File: config.mk
export PLATFORM = sky130hd
export DESIGN_NAME = ffca_ctrl
export DESIGN_NICKNAME = d
export VERILOG_FILES = /design/src/hdl/ffca_pkg.sv /design/src/hdl/ffca_ctrl.sv
export SDC_FILE = /design/constraint.sdc
export NUM_CORES = 1
export LEC_CHECK = 0
export ABC_CLOCK_PERIOD_IN_PS = 1600
export BUFFER_PORTS_ARGS = -buffer_cell sky130_fd_sc_hd__buf_4
export CAP_MARGIN = 40
export CORE_AREA = 4 4 41 43
export DETAILED_ROUTE_END_ITERATION = 10
export DIE_AREA = 0 0 45 47
export SYNTH_ARGS = -nofsm -noshare
export SYNTH_HDL_FRONTEND = slang
export SYNTH_SLANG_ARGS = --single-unit
File: constraint.sdc
create_clock -name clock -period 1.6 [get_ports clock]
set_clock_uncertainty 0.2 [all_clocks]
set_input_delay 0.32 -clock clock [delete_from_list [all_inputs] [get_ports clock]]
set_output_delay 0.32 -clock clock [all_outputs]
set_load 0.01 [all_outputs]
File: src/hdl/ffca_pkg.sv
`default_nettype none

package ffca_pkg;

   localparam int SLOTS      = 1024;
   localparam int VALUE_BITS = 32;

   // fixed widths of the transaction fields
   localparam int KIND_BITS       = 1;
   localparam int SLOT_BITS       = 10;
   localparam int AMOUNT_BITS     = 32;
   localparam int SLOT_COUNT_BITS = 11;
   localparam int GRANT_BITS      = 11;

   localparam logic [SLOT_COUNT_BITS-1:0] SLOT_COUNT_RESET = 11'd1024;

   // tree geometry: root at node 1, leaves from LEAF_BASE upwards
   localparam int LEVELS     = $clog2(SLOTS);
   localparam int NODE_BITS  = LEVELS + 1;
   localparam int TREE_NODES = 1 << NODE_BITS;
   localparam int LEAF_BASE  = 1 << LEVELS;

   localparam logic [KIND_BITS-1:0] KIND_LOAD    = 1'b0;
   localparam logic [KIND_BITS-1:0] KIND_REQUEST = 1'b1;

   typedef enum logic [2:0] {
      S_CLEAR,
      S_IDLE,
      S_FETCH,
      S_DESCEND,
      S_GRANT,
      S_UPDATE,
      S_EMIT
   } state_type;

   typedef struct packed {
      logic clear_step;
      logic start;
      logic fetch;
      logic descend;
      logic grant;
      logic update;
      logic emit;
   } cmd_type;

   typedef struct packed {
      logic clear_done;
      logic in_request;
      logic in_slot_ok;
      logic item_request;
      logic miss;
      logic next_leaf;
      logic grant_ok;
      logic at_root;
      logic rsp_free;
   } stat_type;

endpackage

`default_nettype wire

File: src/hdl/ffca_ctrl.sv
`default_nettype none

module ffca_ctrl import ffca_pkg::*; (
   input  wire logic     clock,
   input  wire logic     reset,
   input  wire logic     req_valid,
   input  wire stat_type stat,
   output logic          req_ready,
   output cmd_type       cmd
);

   state_type state_ff;
   state_type state_in;

   always_ff @(posedge clock) begin
      if (reset) begin
         state_ff <= S_CLEAR;
      end else begin
         state_ff <= state_in;
      end
   end

   always_comb begin
      state_in = state_ff;
      unique case (state_ff)
         S_CLEAR: begin
            if (stat.clear_done) state_in = S_IDLE;
         end
         S_IDLE: begin
            if (req_valid) begin
               if (stat.in_request)      state_in = S_FETCH;
               else if (stat.in_slot_ok) state_in = S_UPDATE;
            end
         end
         S_FETCH: begin
            state_in = S_DESCEND;
         end
         S_DESCEND: begin
            if (stat.miss)           state_in = S_EMIT;
            else if (stat.next_leaf) state_in = S_GRANT;
         end
         S_GRANT: begin
            state_in = stat.grant_ok ? S_UPDATE : S_EMIT;
         end
         S_UPDATE: begin
            if (stat.at_root) state_in = stat.item_request ? S_EMIT : S_IDLE;
         end
         S_EMIT: begin
            if (stat.rsp_free) state_in = S_IDLE;
         end
         default: begin
            state_in = S_IDLE;
         end
      endcase
   end

   always_comb begin
      cmd       = '0;
      req_ready = 1'b0;
      unique case (state_ff)
         S_CLEAR: begin
            cmd.clear_step = 1'b1;
         end
         S_IDLE: begin
            req_ready = 1'b1;
            cmd.start = req_valid;
         end
         S_FETCH: begin
            cmd.fetch = 1'b1;
         end
         S_DESCEND: begin
            cmd.descend = 1'b1;
         end
         S_GRANT: begin
            cmd.grant = 1'b1;
         end
         S_UPDATE: begin
            cmd.update = 1'b1;
         end
         S_EMIT: begin
            cmd.emit = stat.rsp_free;
         end
         default: begin
            cmd = '0;
         end
      endcase
   end

endmodule

`default_nettype wire

# After elaboration in Yosys (flattened, before gate mapping)

Cells that the tools add are included.

Latch bits: 0
Output and inout port bits: 8
Input bits: 12
Word-level logic and storage cells: 34
ROM bits: 0
Bits in writable memories: 0
Flip-flop bits (word level): 3
Memories: 0

$add $sub $neg: 0
Order comparisons: 0
Bitwise gates (word level): 0
$mul: 0
Mux-type cells: 19
Reduce and logical (&&, ||, !) cells: 2
Equal/unequal tests: 12
Shift operators: 0
Divide/modulo/power cells: 0

Operators by type and width:

| kind                                                 | number |
|---|---|
| 2-to-1 mux 3 bit                                     | 9 |
| one-hot mux 3 bit (7 select lines)                   | 1 |
| equality test 3 bit (second input constant)          | 3 |
| 2-to-1 mux 1 bit                                     | 8 |
| inequality test 2 bit (second input constant)        | 4 |
| equality test 3 x 2 -> 1 bit (second input constant) | 2 |
| inequality test 3 bit (second input constant)        | 2 |
| AND reduction 6 bit                                  | 1 |
| equality test 3 x 1 -> 1 bit (second input constant) | 1 |
| zero test 3 bit                                      | 1 |
| 2-to-1 mux 2 bit                                     | 1 |

# Logic depth before layout (Yosys ltp)

Depth in word-level cells: 4
Depth in mapped cells: 5
Depth with buffers taken out: 4

# Worst setup path before layout

No wires, ideal clock.

Path kind: register -> output
From: register state_ff[1]
To: output port cmd[5] (netlist bit)
Cell stages (with the launch flop): 4
Buffers on the path: 1
Path slack: 0.104 ns
Required time: 1.080 ns
Arrival time: 0.976 ns
Cell sequence: dfxtp_1 buf_6 nor3b_2 and2_1

RTL lines:

| what                   | RTL line        | text |
|---|---|---|
| from (decl)            | ffca_ctrl.sv:12 | `state_type state_ff;` |
| from (signal assigned) | ffca_ctrl.sv:19 | `state_ff <= state_in;` |
| to (decl)              | ffca_ctrl.sv:9  | `output cmd_type cmd` |

==> summary.md <==
| Metric | Value |
|---|---|
| Critical path capture point type | primary output |
| CTS hold repair buffers | 0 |
| Top-level port count | 20 |
| Routed vias | ~490 |
| Final min period | between 1.5 and 2 ns |
| Clock Power Share | between 10% and 20% |
| RSZ-0062 raised after global routing | yes |
| Final setup vio count | 5 |
| Main area contributors after synthesis | dfxtp_1 16%, buf_6 8.9%, nor3_1 7.9% |
| R2r setup slk | approximately 0.040 ns |
| First-pass GRT wire length | 1730 um |
| Hold WC Path Type | in2reg |
| Leading area contributor after synthesis | dfxtp_1 |
| CP max-delay cell | dfxtp_2 |
| RD Place Congestion | between 0.8 and 0.9 |
| MaxCap Viol Count | 0 |
| Seq pwr share | 17.0% |
| CP delay by family, top | simple AND/OR/NAND/NOR gates |
| Root buffer cell | clkbuf_4 |
| Number of synthesized register bits | 3 |
| Die area | roughly 0.0021 mm^2 |
| CTS tree | built |
| H-tree depth | 1 |
| Seq/Total Area, Yosys | ~16% |
| Maximum clock insertion buffer count | 2 |
| GRT overflow | 0 |
| Synth Cell Area | 379 um^2 |
| Syn Nets | 63 |
| Status | finished, violations left |
| Worst Setup EP | cmd[5] |
| # rows | 13 |
| Critical path class | reg2out |
| Reg with most FFs | state_ff |
| CP arrival | between 1 and 1.5 ns |
| Post-route clock period utilization | 107% |
| Pre-antenna DRT Iters | 4 |
| Post-synth top cells | 6 x nor3_1, 4 x a21oi_1, 3 x buf_6, 3 x dfxtp_1, 3 x nor2_1 |
| Crit-path cells | buf_12 -> nor3b_4 -> and2_4 -> buf_6 |
| Via density | ~5 |
| Internal Power | between 0.0004 and 0.0005 W |
| Post-synth ARST share | 0% |
| Average size of a mapped cell | 7.43 um^2 |
| CTS sink count | 3 |
| Area grow syn2layout | 84.2% |
| Final Max Slew Viols | 0 |
| Routed Antenna Nets | 0 |
| WP data required | 1.08 ns |
| Initial Utilization | 29.1% |
| Yosys top cell area share | approximately 16% |
| YS warnings | 0 |
| Startpoint Class | flop |
| Largest net degree at the start of global routing | 13 |
| Main synth FF type | dfxtp_1 |
| Sw Share | between 30% and 40% |
| Drt wl/cell | ~12 um |
| Clk_lat worst skew | about 0.24 ns |
| Worst Slack Setup Final | -0.118 ns |
| Total power | approximately 0.00070 W |
| Max incr delay on CP | between 0.3 and 0.4 ns |
| Post-Synthesis Cells | approximately 50 |
| Most frequent cell after synthesis | nor3_1 |
| Max reg flops | 3 |
| All-Layer GR Usage | between 10% and 20% |
| Die width | roughly 45 um |
| Reg2reg start | state_ff[2] |
| Placeable core region | 0.00130 mm^2 |
| CP Max Fanout | 6 |
| N_diodes | 0 |
| Combinational group share of total power | between 60% and 70% |
| Drt total wl | 1210 um |
| Final nets | 96 |
| Port Buffers | 19 |
| Cell variety after synth | 29 |
| CP startpoint | state_ff[1] |
| Max Freq | between 500 and 600 MHz |
| Hold Slack | ~0.11 ns |
| Stages on the worst setup path | 4 |
| Setup_tns | -0.443 ns |
| Final Hold Vio Count | 0 |
| Worst R2R Path Depth | 6 |
| Initial antenna violation count | 0 |
| P_leak | 0.298 nW |
| Failing checks | negative setup slack |
| CTS buffer count | 3 |
| Psw | ~0.00026 W |
| DRC viols | 0 |
| WP buf/inv | 2 |
| Vias in the first global route | 420 |
| Tightest Pin Transition | about 0.26 ns |
| Chip Height | around 47 um |
| Maximum vdd drop | between 0.4 and 0.5 mV |
| Clk slew on worst S/H paths | ~0.040 ns |
| First DRT Iteration DRCs | 10 |
| Number of flops mapped to enable cells by yosys | 0 |
| Regs by FF count | state_ff (3) |
| RR Endpoint | state_ff[1] |
| DP HPWL | 850 um |
| Layout cells sized above 1 | between 60 and 70% |
| Pwr/cell area | approximately 1000 mW/mm^2 |
| Max_slew headroom | 82.4% |
## metrics by stage
step	worst slack [ns]	util, %	instance area, um^2	instances
2_1_floorplan	0.104	-	379	51
3_3_place_gp	0.0936	43.8	569	87
3_5_place_dp	0.0676	43.8	569	87
4_1_cts	-0.132	47.2	614	91
5_1_grt	-0.155	53.7	698	98
6_report	-0.118	53.7	698	98
## worst register-to-register path: stages (launching register included)
cell and delay (ns):
dfxtp_4 0.35, buf_6 0.12, or2b_4 0.26, buf_4 0.14, o32ai_1 0.13, o21ai_1 0.10
o32ai_1 0.15
## placed cells by master (no fill, tap or decap), types with 2 or more instances in the layout
cell / count
inv_2: 3
nor2_1: 2
nor3_2: 3
dfxtp_2: 2
buf_12: 2
nor3_1: 4
clkbuf_4: 3
o21ai_1: 3
nand2_2: 2
a21oi_1: 4
mux2i_1: 2
buf_6: 4
buf_4: 25
o32ai_1: 2
nand3_1: 2
## cells by family after synthesis
| logic type | count (synthesis) | share of synthesized area [%] |
|---|---|---|
| flops | 3 | 15.8 |
| simple gates | 24 | 41.3 |
| buf+inv | 7 | 12.9 |
| mux | 2 | 5.28 |
| compound gates | 15 | 24.8 |
## area by class of cell
cell class / instances / area, um^2
Fill cell: 128 / 603
Multi-Input combinational cell: 41 / 299
Timing Repair Buffer: 31 / 273
Sequential cell: 3 / 66.3
Clock buffer: 4 / 26.3
Tap cell: 15 / 18.8
Inverter: 4 / 15.0
## how the worst min path moves through the flow
stage                  end  cells past startpoint  start  slack [ns]
3_3_place_gp   state_ff[2]                      2  reset        0.37
5_1_grt        state_ff[2]                      2  reset        0.10
3_5_place_dp   state_ff[2]                      2  reset        0.36
4_1_cts        state_ff[2]                      2  reset        0.09
6_report       state_ff[2]                      2  reset        0.11
2_1_floorplan  state_ff[2]                      1  reset        0.21
## routing by layer
layer / share of wire [%] / global-route usage (%) / wire length, um
met1: 41 / 14.0 / 491
met2: 52 / 17.8 / 636
met3: 4.5 / 1.15 / 55
met4: 2.3 / 8.77 / 28
met5: 0 / 0 / 0
## power groups by stage
stage / registers, W / logic [W] / clock network, W
after floorplan: 0.000110 / 0.000227 / 0
after global placement: 0.000113 / 0.000356 / 0
after detailed placement: 0.000115 / 0.000354 / 0
after CTS: 0.000119 / 0.000370 / 0.000147
after global routing: 0.000121 / 0.000478 / 0.000151
final: 0.000119 / 0.000441 / 0.000137
## what timing repair did
| item | CTS | global route |
|---|---|---|
| gates cloned | 0 | 0 |
| pin swaps | 1 | 5 |
| gates resized for setup | 7 | 12 |
| endpoints found under the setup margin | 7 | 8 |
| setup buffers | 0 | 7 |
(Power assumes the default switching activity.)
